`src/design/brc_pkg.sv`:
```
// Shared constants, types and helpers for the rank checkpoint builder.
`timescale 1ns / 1ps
package brc_pkg;

  localparam int PILE_W   = 3;
  localparam int LEN_W    = 32;
  localparam int POS_W    = 48;
  localparam int CNT_W    = 64;
  localparam int RPC_W    = 16;
  localparam int S_DATA_W = 88;
  localparam int M_DATA_W = 8;

  localparam logic [RPC_W-1:0] RPC_RESET = 16'd2048;

  typedef enum logic [1:0] {
    SER_IDLE,
    SER_POS,
    SER_LEN,
    SER_CNT
  } ser_state_t;

  // Number of significant bytes of a count, 0..8.
  function automatic logic [3:0] sig_bytes(input logic [CNT_W-1:0] v);
    logic [3:0] n;
    n = 4'd0;
    for (int j = 0; j < 8; j++) begin
      if (v[8*j +: 8] != 8'd0) begin
        n = 4'(j + 1);
      end
    end
    return n;
  endfunction

endpackage

```
`src/design/bwt_rank_checkpoint_builder.sv`:
```
// Top level of the BWT rank checkpoint builder.
// The accumulator takes one run request per cycle as long as the two-record
// queue has room; a run that closes a chunk (or a finish request) pushes the
// file position and all letter counts into that queue and clears the chunk in
// the same cycle. The serializer drains one record at a time: it loads the
// record, then sends one byte per cycle while the output is taken, 8 + sum
// over letters of (1 + n) bytes. The input stalls only when two records are
// still waiting to be serialized. No clearing pass is needed after reset.
`timescale 1ns / 1ps
module bwt_rank_checkpoint_builder #(
  parameter int ALPHABET = 6
) (
  input  logic                             clk,
  input  logic                             rst,
  input  logic                             cfg_we,
  input  logic [brc_pkg::RPC_W-1:0]        cfg_wdata,    // runs_per_chunk
  input  logic                             s_tvalid,
  output logic                             s_tready,
  input  logic [brc_pkg::S_DATA_W-1:0]     s_tdata,      // pile, run_length, file_pos, pad
  input  logic                             s_tuser,      // cmd
  output logic                             m_tvalid,
  input  logic                             m_tready,
  output logic [brc_pkg::M_DATA_W-1:0]     m_tdata,      // out_byte
  output logic                             m_tlast
);

  localparam int DW = brc_pkg::POS_W + ALPHABET * brc_pkg::CNT_W;

  logic [brc_pkg::RPC_W-1:0]               rpc;
  logic                                    q_push;
  logic                                    q_in_ready;
  logic [brc_pkg::POS_W-1:0]               f_pos;
  logic [ALPHABET-1:0][brc_pkg::CNT_W-1:0] f_cnt;
  logic                                    q_out_valid;
  logic                                    q_out_ready;
  logic [DW-1:0]                           q_out_data;
  logic [ALPHABET-1:0][brc_pkg::CNT_W-1:0] b_cnt;

  always_ff @(posedge clk) begin
    if (rst) begin
      rpc <= brc_pkg::RPC_RESET;
    end else if (cfg_we) begin
      rpc <= cfg_wdata;
    end
  end

  brc_front #(.ALPHABET(ALPHABET)) u_front (
    .clk      (clk),
    .rst      (rst),
    .rpc      (rpc),
    .s_tvalid (s_tvalid),
    .s_tready (s_tready),
    .s_tdata  (s_tdata),
    .s_tuser  (s_tuser),
    .q_valid  (q_push),
    .q_ready  (q_in_ready),
    .q_pos    (f_pos),
    .q_cnt    (f_cnt)
  );

  brc_queue #(.DW(DW)) u_queue (
    .clk       (clk),
    .rst       (rst),
    .in_valid  (q_push),
    .in_ready  (q_in_ready),
    .in_data   ({f_cnt, f_pos}),
    .out_valid (q_out_valid),
    .out_ready (q_out_ready),
    .out_data  (q_out_data)
  );

  assign b_cnt = q_out_data[DW-1:brc_pkg::POS_W];

  brc_ser #(.ALPHABET(ALPHABET)) u_ser (
    .clk        (clk),
    .rst        (rst),
    .rec_valid  (q_out_valid),
    .rec_ready  (q_out_ready),
    .rec_pos_in (q_out_data[brc_pkg::POS_W-1:0]),
    .rec_cnt_in (b_cnt),
    .m_tvalid   (m_tvalid),
    .m_tready   (m_tready),
    .m_tdata    (m_tdata),
    .m_tlast    (m_tlast)
  );

  a_finish_pushes: assert property (@(posedge clk) disable iff (rst)
    (s_tvalid && s_tready && s_tuser) |-> q_push)
    else $error("finish request did not push a record");

  a_no_overflow: assert property (@(posedge clk) disable iff (rst)
    q_push |-> q_in_ready)
    else $error("record pushed into a full queue");

  a_reset_quiet: assert property (@(posedge clk)
    rst |=> !m_tvalid)
    else $error("output valid right after reset");

endmodule

```
`src/design/brc_front.sv`:
```
// Front end: accepts runs, accumulates per-letter counts, closes chunks.
`timescale 1ns / 1ps
module brc_front #(
  parameter int ALPHABET = 6
) (
  input  logic                                        clk,
  input  logic                                        rst,
  input  logic [brc_pkg::RPC_W-1:0]                   rpc,
  input  logic                                        s_tvalid,
  output logic                                        s_tready,
  input  logic [brc_pkg::S_DATA_W-1:0]                s_tdata,
  input  logic                                        s_tuser,
  output logic                                        q_valid,
  input  logic                                        q_ready,
  output logic [brc_pkg::POS_W-1:0]                   q_pos,
  output logic [ALPHABET-1:0][brc_pkg::CNT_W-1:0]     q_cnt
);

  logic [ALPHABET-1:0][brc_pkg::CNT_W-1:0] counts;
  logic [ALPHABET-1:0][brc_pkg::CNT_W-1:0] cnt_upd;
  logic [brc_pkg::RPC_W-1:0]               runs;
  logic [brc_pkg::RPC_W-1:0]               runs_next;
  logic [brc_pkg::PILE_W-1:0]              pile;
  logic [brc_pkg::LEN_W-1:0]               len;
  logic [brc_pkg::CNT_W-1:0]               cnt_sel;
  logic [brc_pkg::CNT_W:0]                 sum;
  logic [brc_pkg::CNT_W-1:0]               sat;
  logic                                    accept;
  logic                                    close;

  assign pile   = s_tdata[2:0];
  assign len    = s_tdata[34:3];
  assign q_pos  = s_tdata[82:35];

  assign s_tready  = q_ready;
  assign accept    = s_tvalid && q_ready;
  assign runs_next = runs + 1'b1;
  assign close     = s_tuser || (runs_next == rpc);

  always_comb begin
    cnt_sel = '0;
    for (int i = 0; i < ALPHABET; i++) begin
      if (pile == brc_pkg::PILE_W'(i)) begin
        cnt_sel = counts[i];
      end
    end
  end

  assign sum = {1'b0, cnt_sel} + {{(brc_pkg::CNT_W + 1 - brc_pkg::LEN_W){1'b0}}, len};
  assign sat = sum[brc_pkg::CNT_W] ? '1 : sum[brc_pkg::CNT_W-1:0];

  always_comb begin
    for (int i = 0; i < ALPHABET; i++) begin
      cnt_upd[i] = (pile == brc_pkg::PILE_W'(i)) ? sat : counts[i];
    end
  end

  assign q_valid = accept && close;
  assign q_cnt   = s_tuser ? counts : cnt_upd;

  always_ff @(posedge clk) begin
    if (rst) begin
      counts <= '0;
      runs   <= '0;
    end else if (accept) begin
      if (close) begin
        counts <= '0;
        runs   <= '0;
      end else begin
        counts <= cnt_upd;
        runs   <= runs_next;
      end
    end
  end

endmodule

```
`src/design/brc_queue.sv`:
```
// Two-entry record queue between the accumulator and the serializer.
`timescale 1ns / 1ps
module brc_queue #(
  parameter int DW = 432
) (
  input  logic          clk,
  input  logic          rst,
  input  logic          in_valid,
  output logic          in_ready,
  input  logic [DW-1:0] in_data,
  output logic          out_valid,
  input  logic          out_ready,
  output logic [DW-1:0] out_data
);

  logic [1:0][DW-1:0] mem;
  logic               wr_ptr;
  logic               rd_ptr;
  logic [1:0]         fill;
  logic               push;
  logic               pop;

  assign in_ready  = (fill != 2'd2);
  assign out_valid = (fill != 2'd0);
  assign out_data  = mem[rd_ptr];
  assign push      = in_valid && in_ready;
  assign pop       = out_valid && out_ready;

  always_ff @(posedge clk) begin
    if (push) begin
      mem[wr_ptr] <= in_data;
    end
  end

  always_ff @(posedge clk) begin
    if (rst) begin
      wr_ptr <= 1'b0;
      rd_ptr <= 1'b0;
      fill   <= 2'd0;
    end else begin
      if (push) begin
        wr_ptr <= ~wr_ptr;
      end
      if (pop) begin
        rd_ptr <= ~rd_ptr;
      end
      fill <= fill + {1'b0, push} - {1'b0, pop};
    end
  end

endmodule

```
`src/design/brc_ser.sv`:
```
// Back end: serializes one queued record into a byte stream.
`timescale 1ns / 1ps
module brc_ser #(
  parameter int ALPHABET = 6
) (
  input  logic                                    clk,
  input  logic                                    rst,
  input  logic                                    rec_valid,
  output logic                                    rec_ready,
  input  logic [brc_pkg::POS_W-1:0]               rec_pos_in,
  input  logic [ALPHABET-1:0][brc_pkg::CNT_W-1:0] rec_cnt_in,
  output logic                                    m_tvalid,
  input  logic                                    m_tready,
  output logic [brc_pkg::M_DATA_W-1:0]            m_tdata,
  output logic                                    m_tlast
);

  localparam int LW = $clog2(ALPHABET);
  localparam logic [LW-1:0] LAST_LETTER = LW'(ALPHABET - 1);

  brc_pkg::ser_state_t                   state;
  brc_pkg::ser_state_t                   state_next;
  logic [brc_pkg::POS_W-1:0]             rec_pos;
  logic [ALPHABET-1:0][brc_pkg::CNT_W-1:0] rec_cnt;
  logic [LW-1:0]                         letter;
  logic [2:0]                            bidx;
  logic [3:0]                            cur_n;
  logic [brc_pkg::CNT_W-1:0]             pos64;
  logic [brc_pkg::CNT_W-1:0]             cur_cnt;
  logic [3:0]                            n_now;
  logic                                  adv;
  logic                                  emit;
  logic                                  emit_last;
  logic [7:0]                            emit_byte;
  logic                                  is_last_letter;
  logic                                  cnt_done;

  assign adv            = !m_tvalid || m_tready;
  assign pos64          = {{(brc_pkg::CNT_W - brc_pkg::POS_W){1'b0}}, rec_pos};
  assign cur_cnt        = rec_cnt[letter];
  assign n_now          = brc_pkg::sig_bytes(cur_cnt);
  assign is_last_letter = (letter == LAST_LETTER);
  assign cnt_done       = ({1'b0, bidx} == (cur_n - 4'd1));

  // Next state
  always_comb begin
    state_next = state;
    unique case (state)
      brc_pkg::SER_IDLE: begin
        if (rec_valid) state_next = brc_pkg::SER_POS;
      end
      brc_pkg::SER_POS: begin
        if (adv && bidx == 3'd7) state_next = brc_pkg::SER_LEN;
      end
      brc_pkg::SER_LEN: begin
        if (adv) begin
          if (n_now != 4'd0) begin
            state_next = brc_pkg::SER_CNT;
          end else if (is_last_letter) begin
            state_next = brc_pkg::SER_IDLE;
          end
        end
      end
      brc_pkg::SER_CNT: begin
        if (adv && cnt_done) begin
          state_next = is_last_letter ? brc_pkg::SER_IDLE : brc_pkg::SER_LEN;
        end
      end
      default: state_next = brc_pkg::SER_IDLE;
    endcase
  end

  // Outputs
  always_comb begin
    rec_ready = 1'b0;
    emit      = 1'b0;
    emit_last = 1'b0;
    emit_byte = 8'd0;
    unique case (state)
      brc_pkg::SER_IDLE: begin
        rec_ready = 1'b1;
      end
      brc_pkg::SER_POS: begin
        emit      = 1'b1;
        emit_byte = pos64[8*bidx +: 8];
      end
      brc_pkg::SER_LEN: begin
        emit      = 1'b1;
        emit_byte = {4'd0, n_now};
        emit_last = (n_now == 4'd0) && is_last_letter;
      end
      brc_pkg::SER_CNT: begin
        emit      = 1'b1;
        emit_byte = cur_cnt[8*bidx +: 8];
        emit_last = cnt_done && is_last_letter;
      end
      default: begin
        rec_ready = 1'b0;
      end
    endcase
  end

  always_ff @(posedge clk) begin
    if (state == brc_pkg::SER_IDLE && rec_valid) begin
      rec_pos <= rec_pos_in;
      rec_cnt <= rec_cnt_in;
    end
    if (adv && emit) begin
      m_tdata <= emit_byte;
      m_tlast <= emit_last;
    end
  end

  always_ff @(posedge clk) begin
    if (rst) begin
      state    <= brc_pkg::SER_IDLE;
      letter   <= '0;
      bidx     <= '0;
      cur_n    <= '0;
      m_tvalid <= 1'b0;
    end else begin
      state <= state_next;
      if (adv) begin
        m_tvalid <= emit;
      end
      unique case (state)
        brc_pkg::SER_IDLE: begin
          bidx   <= '0;
          letter <= '0;
        end
        brc_pkg::SER_POS: begin
          if (adv) bidx <= bidx + 3'd1;
        end
        brc_pkg::SER_LEN: begin
          if (adv) begin
            bidx  <= '0;
            cur_n <= n_now;
            if (n_now == 4'd0 && !is_last_letter) letter <= letter + 1'b1;
          end
        end
        brc_pkg::SER_CNT: begin
          if (adv) begin
            if (cnt_done) begin
              if (!is_last_letter) letter <= letter + 1'b1;
            end else begin
              bidx <= bidx + 3'd1;
            end
          end
        end
        default: begin
          bidx <= '0;
        end
      endcase
    end
  end

endmodule

```
`config.mk`:
```
export PLATFORM = sky130hd
export DESIGN_NAME = bwt_rank_checkpoint_builder
export DESIGN_NICKNAME = d
export VERILOG_FILES = /design/src/design/brc_pkg.sv /design/src/design/bwt_rank_checkpoint_builder.sv /design/src/design/brc_front.sv /design/src/design/brc_queue.sv /design/src/design/brc_ser.sv
export SDC_FILE = /design/constraint.sdc
export NUM_CORES = 2
export LEC_CHECK = 0
export BUFFER_PORTS_ARGS = -buffer_cell sky130_fd_sc_hd__buf_4
export CORE_AREA = 2 2 382 384
export CTS_CLUSTER_SIZE = 8
export DETAILED_ROUTE_END_ITERATION = 8
export DIE_AREA = 0 0 384 386
export PLACE_DENSITY = 0.69
export SETUP_SLACK_MARGIN = 0.5
export SLEW_MARGIN = 25
export SYNTH_ARGS = -nofsm -noshare
export SYNTH_HDL_FRONTEND = slang
export SYNTH_HIERARCHICAL = 1
export SYNTH_SLANG_ARGS = --single-unit
```
`constraint.sdc`:
```
create_clock -name clk -period 48 [get_ports clk]
set_clock_uncertainty 0.1 [all_clocks]
set_input_delay 4.8 -clock clk [delete_from_list [all_inputs] [get_ports clk]]
set_output_delay 4.8 -clock clk [all_outputs]
set_load 0.02 [all_outputs]
```
==> key figures <==
Clock tree
  – # Post-CTS Setup Buffers: 0
  – Htree depth: 4
  – CTS tree: done
  – Root Buffer: clkbuf_16
  – Quantity of gates resized following cts: 0
  – Inserted Clock Buffers: about 240
  – Clock slew at reported path FFs: roughly 50 ps
  – Hold-fix buffers, CTS: 0
  – # clock sinks: around 1700
  – Max Buffers Root-to-Sink: 3
  – Worst-skew pair later-pin latency: roughly 850 ps

Pwr
  – Internal power: 0.003166 W
  – Power Total: roughly 0.0043 W
  – Clock Power Share: 0.356
  – Maximum vdd ir drop: approximately 0.000053 V
  – Comb pwr share: 0.177
  – Net Sw Power: roughly 0.0012 W
  – Power per cell area: 51.58 nW/µm²
  – Leak Pwr: 28.66 nW
  – Sequential share of power: 0.467
  – Sw Share: 0.2707

Critical path
  – RR Endpoint: u_queue/mem[423]$_DFFE_PP_
  – Crit path max fanout: 33
  – RR Startpoint: u_front/runs[0]$_SDFFE_PP0P_
  – Startpoint types: input port
  – CP Cell Sequence: buf_4 -> buf_4 -> and3b_2 -> buf_4 -> nand2_1 -> o221ai_1 -> ha_1 -> inv_1 -> fa_1 -> nand2b_1 -> a21oi_1 -> o211ai_1 -> o211ai_1 -> a21o_1 -> nand2_1 -> or3_1 -> mux2i_1 -> o21ai_0
  – Worst setup EP type: flop
  – Reg2Reg Depth: 12
  – Req. time, crit path: 48340 ps
  – Crit-path slowest cell: and3b_2
  – Most used cell, CP: buf_4
  – Critical path class: input port to flop
  – Reg2Reg Setup Slack: around 40000 ps
  – Crit path largest cell delay: ~740 ps
  – Critical Path AT: about 12000 ps

Die
  – Die Width: around 380 µm
  – Die area: about 150000 µm²
  – Core ar.: 144500 µm²
  – Initial Utilization: 0.5243
  – Rows: 140
  – IO Pins: between 100 and 150
  – Die Y: 386 µm

Placed design
  – Final GP Congestion: about 0.89
  – DP HPWL: between 100000 and 150000 µm
  – I/O Buffers: between 100 and 150

Route
  – Vias/cell: 6.210
  – Pre-antenna DRT Iters: 5
  – Overall routed net length: around 200000 µm
  – Routed Antenna Nets: 0
  – Vias: 47800
  – # DRC: 0
  – Wire per inst: about 26 µm
  – Initial drt markers: approximately 6000

Worst hold path
  – Hold Path End: u_front/counts[239]$_SDFFE_PP0P_
  – Min-Delay Path Depth: 2
  – HP Class: flop to flop
  – Worst Hold Launch: u_front/counts[239]$_SDFFE_PP0P_

Timing
  – Final hold violation count: 0
  – Normalized max-slew margin: 0.1604
  – Fin crit share: 0.2370
  – RSZ-0062 raised after global routing: no
  – Fmax achieved: 87.92 MHz
  – Worst Tran Pin Value: approximately 1200 ps
  – Final setup viols: 0
  – Crit path time final: approximately 11000 ps
  – Slew Viols, Final: 0
  – Hold slack final: 366.8 ps
  – Setup TNS: 0 ps

Yosys
  – Post-synthesis sequential area ratio: 0.6316
  – Synth Register Bits: roughly 1700
  – Post-synthesis cell count: between 5000 and 6000
  – Post-synthesis cell area: ~76000 µm²
  – Top_reg_cell synth: edfxtp_1
  – Share of flip-flops with an asynchronous set or reset: 0
  – Post-Syn Nets: slightly below 6000
  – Area contributors post-synth: edfxtp_1, dfxtp_1, mux2_4, o21ai_0, nand2_1
  – Number of flops mapped to enable cells by yosys: roughly 1300
  – Top post-synthesis cells by count: edfxtp_1, nand2_1, o21ai_0
  – Post-synth top area cell: edfxtp_1
  – Count leader, synth: edfxtp_1
  – Post-synthesis cell type count: 96
  – Post-synth top area share: 0.5172
  – Syn Area/Cell: between 10 and 15 µm²
  – Synth warnings: 6

Global routing
  – Total GRT Usage: 0.2670
  – First-pass GRT wire length: 292800 µm
  – Number of global-route vias before repair: 45570
  – Largest net degree at the start of global routing: approximately 170
  – Antenna violations before repair: 20
  – Total grt overflow: 0

Layout
  – Layout area overhead: 11.11%
  – Layout Nets: around 5700
  – Share of layout cells above drive strength 1: 0.1873

Run status
  – Outcome: finished clean

Flow run
  – Max Cap Viol: 0
[critical path: cells and delay by family]
kind                     cells  cell delay, ps
AND/OR/NAND/NOR              5            1870
AO/OA/AOI/OAI                6            2290
multiplexers                 1             650
buffers and inverters        4            1260
adder cells (fa/ha/maj)      2             620
[routing by layer]
metal  routed length [µm]  up-vias  track usage
met5                    0        -            0
met2                89480     2706       0.4022
met3                23680      428      0.06122
met1                81510    23620       0.3783
met4                 6747        0      0.09942
li1                     -    21040            -
[area by class of cell]
class,count,area (µm²)
Clock inverter,13,265.3
Sequential cell,1738,47870
Fill cell,11160,60330
Antenna cell,3,7.507
Inverter,42,157.7
Clock buffer,420,6649
Tap cell,1917,2399
Multi-Input combinational cell,3368,25200
Timing Repair Buffer,196,1642
[power groups by stage]
stage / registers, W / logic [W] / clock network, W
final: 0.00203 / 0.000767 / 0.00155
after global routing: 0.00205 / 0.000802 / 0.00163
after CTS: 0.00203 / 0.000757 / 0.00157
after detailed placement: 0.00206 / 0.000754 / 0
after global placement: 0.00204 / 0.000744 / 0
after floorplan: 0.00215 / 0.000535 / 0
[worst max-delay path by stage]
stage          startpoint                          to  slack (ps)
6_report       s_tdata[2]  u_queue/mem[416]$_DFFE_PP_       36630
5_1_grt        s_tdata[2]  u_queue/mem[416]$_DFFE_PP_       36620
4_1_cts        s_tdata[2]  u_queue/mem[416]$_DFFE_PP_       36970
3_5_place_dp   s_tdata[2]  u_queue/mem[352]$_DFFE_PP_       36090
3_3_place_gp   s_tdata[2]  u_queue/mem[352]$_DFFE_PP_       36130
2_1_floorplan    s_tvalid    u_queue/mem[0]$_DFFE_PP_       23260
[flip-flops by register name (all words and copies together) (netlist names)]
register,count
u_queue/mem,864
u_front/counts,384
u_ser/rec_cnt,384
u_ser/rec_pos,48
rpc,16
u_front/runs,16
u_ser/m_tdata,8
u_ser/cur_n,4
u_ser/bidx,3
u_ser/letter,3
u_queue/fill,2
u_ser/state,2
u_queue/rd_ptr,1
u_queue/wr_ptr,1
u_ser/m_tlast,1
u_ser/m_tvalid,1
[logic make-up (layout without fill, tap and decap cells)]
| group | count (synthesis) | after routing | synth area share |
|---|---|---|---|
| flip-flops | 1738 | 1738 | 0.6316 |
| AO/OA/AOI/OAI | 1276 | 1276 | 0.1058 |
| AND/OR/NAND/NOR | 1246 | 1246 | 0.07357 |
| multiplexers | 728 | 728 | 0.1350 |
| buffers and inverters | 506 | 671 | 0.03810 |
| XOR/XNOR | 73 | 73 | 0.008439 |
| adder cells (fa/ha/maj) | 45 | 45 | 0.007531 |
| other | 0 | 3 | 0 |
[through the flow]
step | area (µm²) | setup slack, ps | utilization | instances
floorplan | 75760 | 23260 | - | 5612
global placement | 77130 | 36130 | 0.5337 | 7257
detailed placement | 77140 | 36090 | 0.5338 | 7257
CTS | 84060 | 36970 | 0.5817 | 7690
global route | 84180 | 36620 | 0.5825 | 7694
finish | 84180 | 36630 | 0.5825 | 7697
[layout by cell type (no fill, tap or decap), drive strengths merged, types with 17 or more instances in the layout]
cell type	instances
dfxtp	433
nor3	32
and2	28
mux4	75
nor2	207
or3	18
a21o	29
o211ai	17
buf	196
mux2	485
o21ai	681
nand2b	21
nand3	35
ha	44
nand4	20
clkbuf	420
nand2	732
xnor2	35
a31oi	18
inv	43
xor2	38
mux2i	168
nor4	60
nor2b	25
edfxtp	1305
a21oi	123
a22oi	39
o2bb2ai	180
o221ai	37
(Power assumes the default switching activity.)
